--- src/lru_pkg.sv ---
// Shared constants and types for the LRU replacement list.
`default_nettype none

package lru_pkg;

    // Default number of buffer frames the list can track.
    localparam int FRAMES_DEF = 64;

    // Width of a frame number on the stream ports.
    localparam int FRAME_W = 6;

    // Stream data width: frame number padded to whole bytes.
    localparam int TDATA_W = ((FRAME_W + 7) / 8) * 8;

    // Operation codes carried in the input tuser.
    typedef enum logic [0:0] {
        FUNC_ACCESS = 1'b0,
        FUNC_EVICT  = 1'b1
    } func_t;

endpackage

`default_nettype wire

--- src/lru_ram.sv ---
// Generic single-write, single-read synchronous RAM with registered read data.
`default_nettype none

module lru_ram #(
    parameter int WIDTH = 8,
    parameter int DEPTH = 64
) (
    input  wire logic                     clk,
    input  wire logic                     wr_en,
    input  wire logic [$clog2(DEPTH)-1:0] wr_addr,
    input  wire logic [WIDTH-1:0]         wr_data,
    input  wire logic                     rd_en,
    input  wire logic [$clog2(DEPTH)-1:0] rd_addr,
    output logic      [WIDTH-1:0]         rd_data
);

    logic [WIDTH-1:0] mem [DEPTH];

    always_ff @(posedge clk)
    begin
        if (wr_en)
        begin
            mem[wr_addr] <= wr_data;
        end
        // Read data holds its value while no read is issued.
        if (rd_en)
        begin
            rd_data <= mem[rd_addr];
        end
    end

endmodule

`default_nettype wire

--- src/lru_replacement_list.sv ---
// LRU replacement list: recency-ordered frame list kept in a RAM and walked per access.
//
// The block keeps buffer frame numbers in a RAM ordered from most to least recently
// used. An access word (tuser = 0) moves the named frame to the front: the list is
// walked from the front one entry per clock, each entry shifted back by one place,
// until the frame or the end of the list is reached; the block takes no new word until
// the walk is done. Accesses to frame numbers at or above FRAMES are dropped. An evict
// word (tuser = 1) returns the tail of the list through the ST_EVICT state, which waits
// while the output is stalled; on an empty list it returns found = 0 with victim 0.
// The cost of an access is set by the single RAM read port, which sees one entry per
// cycle. The list RAM needs no clearing after reset; only the entry count, the state
// and the output valid are reset.
`default_nettype none

module lru_replacement_list #(
    parameter int FRAMES = lru_pkg::FRAMES_DEF
) (
    input  wire logic                        clk,
    input  wire logic                        rst_n,
    input  wire logic                        s_tvalid,
    output logic                             s_tready,
    input  wire logic [lru_pkg::TDATA_W-1:0] s_tdata,   // [5:0] frame, rest zero
    input  wire logic                        s_tuser,   // [0] func
    output logic                             m_tvalid,
    input  wire logic                        m_tready,
    output logic      [lru_pkg::TDATA_W-1:0] m_tdata,   // [5:0] victim, rest zero
    output logic                             m_tuser    // [0] found
);

    import lru_pkg::*;

    localparam int AW = $clog2(FRAMES);
    localparam int CW = $clog2(FRAMES + 1);

    typedef enum logic [1:0] {
        ST_IDLE,
        ST_WALK,
        ST_EVICT
    } state_t;

    state_t             state_reg, state_next;
    logic [CW-1:0]      count_reg, count_next;
    logic [CW-1:0]      idx_reg, idx_next;
    logic [FRAME_W-1:0] target_reg, target_next;
    logic [FRAME_W-1:0] carry_reg, carry_next;
    logic               empty_reg, empty_next;
    logic               out_valid_reg, out_valid_next;
    logic [FRAME_W-1:0] victim_reg, victim_next;
    logic               found_reg, found_next;

    logic               ram_wr_en;
    logic [AW-1:0]      ram_wr_addr;
    logic [FRAME_W-1:0] ram_wr_data;
    logic               ram_rd_en;
    logic [AW-1:0]      ram_rd_addr;
    logic [FRAME_W-1:0] ram_rd_data;

    logic               in_fire;
    logic [FRAME_W-1:0] in_frame;
    func_t              in_func;
    logic               frame_ok;
    logic [CW-1:0]      count_dec;
    logic [CW-1:0]      idx_inc;
    logic               at_end;
    logic               hit;
    logic               out_free;

    lru_ram #(
        .WIDTH (FRAME_W),
        .DEPTH (FRAMES)
    ) u_list_ram (
        .clk     (clk),
        .wr_en   (ram_wr_en),
        .wr_addr (ram_wr_addr),
        .wr_data (ram_wr_data),
        .rd_en   (ram_rd_en),
        .rd_addr (ram_rd_addr),
        .rd_data (ram_rd_data)
    );

    assign s_tready  = (state_reg == ST_IDLE);
    assign in_fire   = s_tvalid && s_tready;
    assign in_frame  = s_tdata[FRAME_W-1:0];
    assign in_func   = func_t'(s_tuser);
    assign frame_ok  = (32'(in_frame) < FRAMES);
    assign count_dec = count_reg - CW'(1);
    assign idx_inc   = idx_reg + CW'(1);
    assign at_end    = (idx_reg == count_reg);
    assign hit       = (ram_rd_data == target_reg);
    assign out_free  = !out_valid_reg || m_tready;

    assign m_tvalid = out_valid_reg;
    assign m_tdata  = TDATA_W'(victim_reg);
    assign m_tuser  = found_reg;

    always_comb
    begin
        state_next     = state_reg;
        count_next     = count_reg;
        idx_next       = idx_reg;
        target_next    = target_reg;
        carry_next     = carry_reg;
        empty_next     = empty_reg;
        out_valid_next = out_valid_reg && !m_tready;
        victim_next    = victim_reg;
        found_next     = found_reg;
        ram_wr_en      = 1'b0;
        ram_wr_addr    = idx_reg[AW-1:0];
        ram_wr_data    = carry_reg;
        ram_rd_en      = 1'b0;
        ram_rd_addr    = idx_inc[AW-1:0];

        case (state_reg)
            ST_IDLE:
            begin
                if (in_fire)
                begin
                    case (in_func)
                        FUNC_ACCESS:
                        begin
                            if (frame_ok)
                            begin
                                target_next = in_frame;
                                carry_next  = in_frame;
                                idx_next    = '0;
                                ram_rd_en   = 1'b1;
                                ram_rd_addr = '0;
                                state_next  = ST_WALK;
                            end
                        end
                        FUNC_EVICT:
                        begin
                            empty_next  = (count_reg == '0);
                            ram_rd_addr = count_dec[AW-1:0];
                            if (count_reg != '0)
                            begin
                                count_next = count_dec;
                                ram_rd_en  = 1'b1;
                            end
                            state_next = ST_EVICT;
                        end
                        default:
                        begin
                            state_next = ST_IDLE;
                        end
                    endcase
                end
            end
            ST_WALK:
            begin
                // Each step writes the carried frame into the current slot (not past the end of a full
                // list) and, unless the walk ends there, picks up the old entry, which moves back by one place.
                if (at_end)
                begin
                    if (count_reg < CW'(FRAMES))
                    begin
                        ram_wr_en  = 1'b1;
                        count_next = count_reg + CW'(1);
                    end
                    state_next = ST_IDLE;
                end
                else if (hit)
                begin
                    ram_wr_en  = 1'b1;
                    state_next = ST_IDLE;
                end
                else
                begin
                    ram_wr_en  = 1'b1;
                    carry_next = ram_rd_data;
                    idx_next   = idx_inc;
                    ram_rd_en  = 1'b1;
                end
            end
            ST_EVICT:
            begin
                if (out_free)
                begin
                    out_valid_next = 1'b1;
                    victim_next    = empty_reg ? '0 : ram_rd_data;
                    found_next     = !empty_reg;
                    state_next     = ST_IDLE;
                end
            end
            default:
            begin
                state_next = ST_IDLE;
            end
        endcase
    end

    always_ff @(posedge clk or negedge rst_n)
    begin
        if (!rst_n)
        begin
            state_reg     <= ST_IDLE;
            count_reg     <= '0;
            out_valid_reg <= 1'b0;
        end
        else
        begin
            state_reg     <= state_next;
            count_reg     <= count_next;
            out_valid_reg <= out_valid_next;
        end
    end

    always_ff @(posedge clk)
    begin
        idx_reg    <= idx_next;
        target_reg <= target_next;
        carry_reg  <= carry_next;
        empty_reg  <= empty_next;
        victim_reg <= victim_next;
        found_reg  <= found_next;
    end

    a_count_bound: assert property (@(posedge clk) disable iff (!rst_n)
        count_reg <= CW'(FRAMES))
        else $error("entry count exceeds the number of frames");

    a_walk_in_list: assert property (@(posedge clk) disable iff (!rst_n)
        (state_reg == ST_WALK) |-> (idx_reg <= count_reg))
        else $error("list walk ran past the end of the list");

    a_write_in_walk: assert property (@(posedge clk) disable iff (!rst_n)
        ram_wr_en |-> (state_reg == ST_WALK))
        else $error("list RAM written outside a walk");

    a_evict_count: assert property (@(posedge clk) disable iff (!rst_n)
        (in_fire && (in_func == FUNC_EVICT) && (count_reg != '0))
        |=> (count_reg == $past(count_reg) - CW'(1)))
        else $error("evict did not shorten the list by one");

    a_empty_victim: assert property (@(posedge clk) disable iff (!rst_n)
        (m_tvalid && !m_tuser) |-> (m_tdata == '0))
        else $error("empty evict returned a nonzero victim");

endmodule

`default_nettype wire

--- config.mk ---
export PLATFORM = sky130hd
export DESIGN_NAME = lru_replacement_list
export DESIGN_NICKNAME = d
export VERILOG_FILES = /design/src/lru_pkg.sv /design/src/lru_ram.sv /design/src/lru_replacement_list.sv
export SDC_FILE = /design/constraint.sdc
export NUM_CORES = 1
export LEC_CHECK = 0
export BUFFER_PORTS_ARGS = -buffer_cell sky130_fd_sc_hd__buf_2
export CORE_MARGIN = 5
export CORE_UTILIZATION = 50
export CTS_BUF_LIST = sky130_fd_sc_hd__clkbuf_4 sky130_fd_sc_hd__clkbuf_8
export DETAILED_ROUTE_END_ITERATION = 10
export PLACE_DENSITY = 0.69
export RECOVER_POWER = 50
export SETUP_SLACK_MARGIN = 0.2
export SKIP_CTS_REPAIR_TIMING = 1
export SYNTH_ARGS = -nofsm -noshare
export SYNTH_HDL_FRONTEND = slang
export SYNTH_HIERARCHICAL = 1
export SYNTH_SLANG_ARGS = --single-unit
--- constraint.sdc ---
create_clock -name clk -period 3.8 [get_ports clk]
set_input_delay 0.19 -clock clk [delete_from_list [all_inputs] [get_ports clk]]
set_output_delay 0.19 -clock clk [all_outputs]
set_load 0.01 [all_outputs]
---- Word-level counts from Yosys, hierarchy flattened ----
Memory sizes are Yosys's and may differ from the RTL's. A register that Yosys moved wholly into a read port is not among the register bits.
Cells that the tools add are included.
cells by class
  eq/ne operators ......................... 14
  bitwise operators ....................... 1
  div/mod/pow operators ................... 0
  multiplexer cells ....................... 38
  order comparisons ....................... 1
  reductions and logical operators ........ 16
  $add $sub $neg .......................... 3
  shift operators ......................... 0
  multiply operators ...................... 0
operators with widths
  operator                                                               count
  7-bit two-way mux                                                      9
  6-bit two-way mux                                                      6
  7-bit case mux with 2 select lines                                     2
  6-bit case mux with 2 select lines                                     2
  7-bit by 1-bit adder with 7-bit output, second input constant          2
  2-bit != test, second input constant                                   6
  1-bit two-way mux                                                      11
  3-bit AND reduction                                                    3
  2-bit two-way mux                                                      4
  7-bit equality test                                                    1
  7-bit zero test                                                        1
  7-bit less-than comparator, second input constant                      1
  7-bit nonzero test                                                     1
  7-bit by 1-bit subtractor with 7-bit output, second input constant     1
  6-bit equality test                                                    1
  2-bit by 1-bit != test with 1-bit output, second input constant        3
  2-bit case mux with 3 select lines                                     1
  6-bit AND reduction                                                    1
  5-bit AND reduction                                                    1
  1-bit case mux with 2 select lines                                     2
  2-bit case mux with 2 select lines                                     1
  1-bit zero test                                                        3
  3-bit != test, second input constant                                   1
  2-bit by 1-bit equality test with 1-bit output, second input constant  1
  other kinds (7)                                                        8
storage, ports and cells
  RAM bits ................................ 384
  ROM bits ................................ 0
  latch bits .............................. 0
  input bits .............................. 13
  logic and storage cells ................. 83
  memories ................................ 1
  output and inout port bits .............. 11
  bits in registers ....................... 37
memory list
  memory          words  bits a word  read ports  clocked after memory_dff  write ports  line           RTL
  u_list_ram.mem  64     6            1           1                         1            lru_ram.sv:17  logic [WIDTH-1:0] mem [DEPTH];

---- Depth between registers and ports, before layout ----
Gate-level depths: netlist of run 1.
  depth after elaboration ................. 6
  depth in mapped cells ................... 13
  depth with buffers taken out ............ 10

---- Modules after synthesis ----
The synthesis of run 1 kept the hierarchy.
by module, submodules not included
  module                seq. area each (sq um)  cells an instance  area each (sq um)  instances
  lru_ram               11711.2                 720                15285.9            1
  lru_replacement_list  1061.0                  191                2004.4             1

---- Worst setup path after synthesis of run 1 ----
No wires, ideal clock.
  path kind ............................... reg2reg
  start ................................... reg state_reg[0]
  end ..................................... reg u_list_ram.rd_data[2], read port of u_list_ram.mem (data pin)
  clock period less this slack ............ 2.963 ns
  stages on the path, launching flop included .. 14
  arrival time ............................ 2.706 ns
  path slack .............................. 0.837 ns
  required time ........................... 3.543 ns
  setup time .............................. 0.257 ns
  buffers on the path ..................... 5
  cell sequence ........................... dfrtp_1 -> buf_2 -> nor2_1 -> and2_1 -> clkbuf_1 -> nand3b_1 -> nand2_1 -> clkbuf_1 -> buf_2 -> buf_2 -> mux4_2 -> a22oi_2 -> nand3_1 -> a32o_1
on the way
  word-level cells in the longest chain between the ends .. 4
  elaborated cells on any way between the ends .. 7
  those cells by class .................... 1 x eq/ne; 4 x mux; 2 x reduce/logical
ends and longest elaborated chain
  what                      line                         RTL
  start: declaration        lru_replacement_list.sv:41   state_t state_reg, state_next;
  start signal: assignment  lru_replacement_list.sv:202  state_reg <= state_next;
  2-bit zero test *         lru_replacement_list.sv:81   assign s_tready = (state_reg == ST_IDLE);
  net s_tready              lru_replacement_list.sv:21   output logic s_tready,
  1-bit logical AND         lru_replacement_list.sv:82   assign in_fire = s_tvalid && s_tready;
  6-bit two-way mux         lru_replacement_list.sv:116  if (in_fire)
  6-bit two-way mux *       lru_replacement_list.sv:113  case (state_reg)
  net ram_rd_addr[1]        lru_replacement_list.sv:55   logic [AW-1:0] ram_rd_addr;
  end: declaration          lru_ram.sv:14                output logic [WIDTH-1:0] rd_data
Mark *: on every way through the listed nets, which the timed path passes. The rest lies on a longest branch.
A chain may end at the register's enable or synchronous reset.

---- Worst setup path in the final report of run 1 ----
  start ................................... reg state_reg[1]
  end ..................................... mem u_list_ram/mem[44][3] (netlist bit) (enable)
on the way
  word-level cells in the longest chain between the ends .. 4
ends and longest elaborated chain
  what                                            line                         RTL
  2-bit by 1-bit equality test with 1-bit output  lru_replacement_list.sv:113
  1-bit two-way mux                               lru_replacement_list.sv:113
  net ram_wr_en                                   lru_replacement_list.sv:51   logic ram_wr_en;
  1-bit two-way mux                               lru_ram.sv:21                if (wr_en)
  1-bit two-way mux (implied by the code)         lru_ram.sv:23                mem[wr_addr] <= wr_data;
  end: declaration                                lru_ram.sv:17
The timed path passes the listed nets, and every way through them passes these cells.

==> results of run 1 <==
==> per-layer routing <==
metal | vias up | wire (microns) | GRT usage
li1 | 3996 | - | -
met1 | 4679 | 15600 | 0.2739
met2 | 353 | 17760 | 0.3041
met3 | 70 | 3062 | 0.05169
met4 | 0 | 1095 | 0.06775
met5 | - | 0 | 0
==> final timing paths <==
kind | cells past startpoint | slack (ns) | end | start
min in group asynchronous | 3 | 0.53 | m_tvalid | rst_n
max in group asynchronous | 4 | 2.29 | count_reg[5] | rst_n
setup reg to reg | 6 | 0.43 | u_list_ram/mem[44][3] | state_reg[1]
hold reg to reg | 1 | 0.63 | count_reg[5] | count_reg[5]
setup / recovery | 6 | 0.43 | u_list_ram/mem[44][3] | state_reg[1]
hold / removal | 3 | 0.06 | state_reg[0] | s_tuser
==> cell type report <==
cell class	count	area, sq um	share of cell area
Clock inverter	27	151.4	0.007627
Multi-Input combinational cell	429	4214	0.2123
Tap cell	455	569.3	0.02868
Clock buffer	98	1186	0.05975
Timing Repair Buffer	127	938.4	0.04727
Sequential cell	427	12770	0.6434
Inverter	5	18.77	0.0009455
==> per-stage QoR <==
| stage | area (sq um) | util |
|---|---|---|
| 2_1_floorplan | 17290 | - |
| 3_3_place_gp | 18440 | 0.5364 |
| 3_5_place_dp | 18440 | 0.5364 |
| 4_1_cts | 19780 | 0.5753 |
| 5_1_grt | 19850 | 0.5775 |
| 6_report | 19850 | 0.5775 |
==> critical path: cells and delay by family (launching register included) <==
family | cells | cell delay (ns)
buf+inv | 1 | 0.38
flops | 1 | 0.48
compound gates | 1 | 0.62
simple gates | 4 | 1.52
==> where the power goes <==
group	internal [W]	switching, W	leakage [nW]
registers	0.00621	0.000232	3.89
clock network	0.00208	0.00174	0.705
logic	0.00242	0.00365	1.89
total	0.0107	0.00562	6.49
==> kinds of logic after synthesis <==
logic type / count (synthesis)
AOI/OAI and AO/OA: 76
xor gates and xnor gates: 27
adders and majority gates: 3
buffers and inverters: 57
DFF: 427
muxes: 119
other: 1
and+or+nand+nor: 201
==> placed cells by master, fill, tap and decap left out, drive strengths merged, types with 9 or more instances in the layout <==
cell	synthesis	layout
nor2b	16	16
o21ai	9	10
nor3	11	11
nor2	82	82
xor2	16	16
nand2	37	37
a21oi	12	12
mux2i	16	16
buf	31	94
o22ai	16	16
o221ai	9	9
clkinv	0	22
nand3	17	17
edfxtp	417	417
mux2	10	10
mux4	93	93
dlygate4sd3	0	11
clkbuf	21	120
dfrtp	10	10
xnor2	11	11
==> out/qor.csv, run 1 <==
stage;metric;value;unit
layout;Finished Layout Cells;1568;
layout;max reg flops;384;
synthesis;Mapped Cells;911;
placement;worst slack, placed;0.4163;ns
synthesis;number of synthesized flops with an enable pin;417;
power_and_ir_drop;leakage power;6.492;nW
layout;number of fill cells;2572;
grt;total track usage;0.1962;
synthesis;Synth area leaders;edfxtp_1 (72%), mux4_2 (11%), nor2_1 (1.8%);
critical_path;worst setup path category;reg2reg;
critical_path;CP Capture Type;register;
timing;final hold viol count;0;
timing;Setup TNS;0;ns
grt;global-route wire length before repair;56340;microns
grt;largest net degree at the start of global routing;65;
routing;WL/cell;23.93;microns
synthesis;Synth Flop Type;edfxtp_1;
layout;diodes inserted;0;
clock_network;clock sinks;427;
critical_path;Worst EP required;4.02;ns
timing;fin worst setup slack;0.4271;ns
synthesis;Synth Warn #;6;
routing;final wirelength;37520;microns
critical_path;crit path DAT;3.59;ns
synthesis;Synth top area share;0.7242;
clock_network;CTS Buf Count;71;
clock_network;root buffer cell;clkbuf_8;
synthesis;share of the yosys chip area belonging to registers;0.7387;
routing;post-DR vias/cell;5.802;
layout;synth-to-layout area growth;14.81;%
power_and_ir_drop;pwr/cell area;822.9;nW/um^2
critical_path;Worst Path Max Fanout;16;
synthesis;Synth Area in Adders;0.002171;
placement;number of cells after detailed placement;1431;
critical_path;crit path cell chain;nand2b_1, clkbuf_1, a21oi_1, nor2b_1, nand2_1, nor2_1;
clock_network;worst skew pair latency;0.60;ns
die;die area;38400;sq um
critical_path;Critical Path Start Type;register;
timing;Slew HR;-0.9412;
outcome;outcome;complete, but fails checks;
layout;Nets;1077;
die;Rows;68;
timing;fmax;0.2965;GHz
placement;detailed placer's ending HPWL;22910;microns
synthesis;Seq cells post-synth;427;
routing;ANT nets after route;0;
die;Starting Density;0.5030;
synthesis;Synth area leader;edfxtp_1;
timing;Tcrit/Tclk final;0.8876;
timing;RSZ-0062 raised after global routing;no;
placement;RD Place Congestion;0.8114;
synthesis;main combinational cell family by area after synthesis;multiplexers;
synthesis;count of cell types in the netlist;55;
synthesis;Synth Area per Inst;18.98;sq um
grt;vias in the first global route;9329;
synthesis;simple-gate share of the synthesized area;0.05500;
timing;worst slew pin tran;2.912;ns
clock_network;H-tree Lvls;3;
synthesis;most frequent cell after synthesis;edfxtp_1;
power_and_ir_drop;Peak supply drop;690.6;uV
grt;GRT overflow;0;
critical_path;Critical-path top delay cell;a21oi_1;
timing;Period minus WS final;3.373;ns
power_and_ir_drop;total power;0.01634;W
routing;initial DRC count;797;
layout;ratio of cells with drive above 1 in the final layout;0.2803;
placement;Buffers on Ports;19;
outcome;violated checks;capacitance limit, slew limit;
grt;antenna violations before repair;0;
die;I/O pins;24;
synthesis;XOR/XNOR Fraction of Synth Area;0.01368;
min_path;Hold Crit Class;in2reg;
routing;vias after detailed routing;9098;
timing;hold slack;0.05579;ns
timing;Final setup violation count;0;
run;max_cap viols;6;
critical_path;slowest stage delay, CP;0.62;ns
synthesis;mux cell area share after synthesis;0.1384;
timing;Worst Skew;0.02184;ns
routing;drt pass-1 iters;5;
synthesis;Synth async-reset ratio;0.02342;
clock_network;Worst-path clk slew;0.06;ns
timing;Max Slew Vio Count;390;
synthesis;post-synthesis instance area;17290;sq um
routing;# DRC;0;
die;Horiz. Die Dim;196.0;microns
die;die span in y;196.0;microns
synthesis;most frequent cells after synthesis;edfxtp_1 (417), mux4_2 (87), nor2_1 (82), nand2_1 (37), clkbuf_1 (20);
die;total core area;34370;sq um
clock_network;CTS tree;built;
synthesis;post-synthesis compound-gate area fraction;0.03170;
clock_network;Clock Tree Buf Depth;3;
Power figures use the tool's default switching activity.
==> inputs of run 2 (changes only) <==
- MAX_ROUTING_LAYER: default -> met4
==> run 2 against run 1 <==
The run still ends with capacitance limit, slew limit left. Fmax decreased by 0.83%. Final cell count did not move. Sequential power about the same. Critical path depth is 4 higher. Clock skew barely moved. Hold slack better by 0.0022 ns. Via count is 0.29% higher. Total power is essentially flat. Die area stayed put. Core utilization about the same. Largest cell class unchanged. Highest routed layer unchanged.
==> out/qor.csv, run 2 (synthesis results as in run 1) <==
stage;metric;value;unit
outcome;outcome;complete, but fails checks;
outcome;violated checks;capacitance limit, slew limit;
layout;synth-to-layout area growth;14.77;%
die;Rows;68;
clock_network;H-tree Lvls;3;
min_path;Hold Crit Class;in2reg;
critical_path;Critical Path Start Type;register;
layout;Nets;1077;
routing;ANT nets after route;0;
power_and_ir_drop;pwr/cell area;822.6;nW/um^2
power_and_ir_drop;Peak supply drop;691.3;uV
timing;Final setup violation count;0;
die;total core area;34370;sq um
die;Starting Density;0.5030;
grt;global-route wire length before repair;56300;microns
run;max_cap viols;6;
critical_path;crit path from;state_reg[0];
timing;Max Slew Vio Count;390;
timing;Tcrit/Tclk final;0.8950;
power_and_ir_drop;Net Switching;0.005611;W
critical_path;worst-case reg-to-reg path depth;10;
grt;GRT overflow;0;
critical_path;crit path DAT;3.75;ns
critical_path;slowest stage delay, CP;0.51;ns
grt;antenna violations before repair;0;
critical_path;CP Capture Type;register;
clock_network;CTS Buf Count;71;
grt;vias in the first global route;9322;
timing;final hold viol count;0;
min_path;HP Start;s_tuser;
clock_network;CTS tree;built;
timing;Setup TNS;0;ns
timing;RSZ-0062 raised after global routing;no;
clock_network;Worst-path clk slew;0.06;ns
timing;worst slew pin tran;2.905;ns
grt;largest net degree at the start of global routing;65;
routing;initial DRC count;746;
critical_path;crit path cell chain;nor2_1, and2_1, nand3b_1, nand2_4, buf_12, buf_4, mux4_2, mux2i_1, a21oi_1, a32o_1;
layout;most common cell after layout, fill and taps aside;edfxtp_1;
min_path;cell depth of the worst min-delay path;3;
timing;Period minus WS final;3.401;ns
placement;RD Place Congestion;0.8255;
timing;fmax;0.2940;GHz
routing;WL/cell;23.89;microns
die;die area;38400;sq um
power_and_ir_drop;leakage power;6.490;nW
power_and_ir_drop;Comb pwr share;0.371;
clock_network;Clock Tree Buf Depth;3;
min_path;Hold Path End;state_reg[0];
power_and_ir_drop;Int Power;0.01071;W
clock_network;worst skew pair latency;0.61;ns
layout;final core occ;0.5773;
critical_path;reg2reg start;state_reg[0];
layout;max reg flops;384;
critical_path;worst r2r dst;u_list_ram/rd_data[2];
routing;vias after detailed routing;9124;
power_and_ir_drop;Clock power frac;0.234;
critical_path;Worst EP required;4.15;ns
placement;Buffers on Ports;19;
routing;# DRC;0;
layout;ratio of cells with drive above 1 in the final layout;0.2785;
routing;post-DR vias/cell;5.819;
layout;Register Area;12770;sq um
power_and_ir_drop;total power;0.01632;W
layout;number of fill cells;2569;
power_and_ir_drop;sequential power share;0.394;
power_and_ir_drop;sw frac;0.3438;
die;I/O pins;24;
grt;total track usage;0.2019;
die;die span in y;196.0;microns
clock_network;clock sinks;427;
die;Horiz. Die Dim;196.0;microns
routing;final wirelength;37470;microns
layout;area of the multi-input gates;4208;sq um
clock_network;root buffer cell;clkbuf_8;
layout;diodes inserted;0;
timing;Worst Skew;0.02175;ns
critical_path;Critical-path top delay cell;dfrtp_1;
critical_path;worst setup path category;reg2reg;
placement;detailed placer's ending HPWL;22910;microns
timing;Slew HR;-0.9367;
critical_path;Worst Path Max Fanout;17;
routing;drt pass-1 iters;5;
layout;most frequent cells in the layout;edfxtp_1 (417), mux4_2 (87), buf_4 (86), nor2_1 (82), clkbuf_8 (72);
critical_path;Reg2Reg Setup Slack;0.40;ns
[run 2: worst max path at each step]
stage / to / slack, ns / cells after the start
finish: u_list_ram/rd_data[2] / 0.40 / 10
global route: u_list_ram/rd_data[1] / 0.13 / 11
CTS: u_list_ram/rd_data[1] / 0.38 / 7
detailed placement: u_list_ram/rd_data[1] / 0.42 / 7
global placement: u_list_ram/rd_data[2] / 0.55 / 8
floorplan: u_list_ram/rd_data[2] / 0.84 / 13
[run 2: worst max-delay path, delay by kind of cell, from the launching register on]
kind	cells	cell delay [ns]
simple gates	4	1.27
mux	2	0.52
flops	1	0.51
buf+inv	2	0.48
compound gates	2	0.35
[run 2: routing by layer]
layer	vias up	track usage	routed length [microns]
li1	3991	-	-
met1	4662	0.2743	15410
met2	387	0.3031	17870
met3	84	0.05152	3061
met4	0	0.06801	1132
met5	-	-	0
[run 2: area by class of cell]
| type | instances | area share |
|---|---|---|
| clock buffer | 98 | 0.05977 |
| clock inverter | 27 | 0.007629 |
| inverter | 5 | 0.0009458 |
| multi-input combinational | 429 | 0.2120 |
| sequential | 427 | 0.6436 |
| tap | 455 | 0.02869 |
| timing repair buffer | 127 | 0.04729 |
[run 2: power groups by stage]
stage | Clock (W) | Sequential [W] | Combinational (W)
floorplan | 0 | 0.00664 | 0.00389
global placement | 0 | 0.00644 | 0.00596
detailed placement | 0 | 0.00645 | 0.00607
CTS | 0.00392 | 0.00635 | 0.00609
global route | 0.00414 | 0.00648 | 0.00646
finish | 0.00382 | 0.00644 | 0.00606
[run 2: metrics by stage]
stage	worst slack, ns	cells	hold WS [ns]	cell area (sq um)
2_1_floorplan	0.8373	912	-0.1056	17290
4_1_cts	0.3802	1556	-0.5963	19780
3_3_place_gp	0.5547	1431	0.05661	18440
3_5_place_dp	0.4163	1431	0.05752	18440
6_report	0.3989	1568	0.05803	19840
5_1_grt	0.1322	1568	0.08302	19840
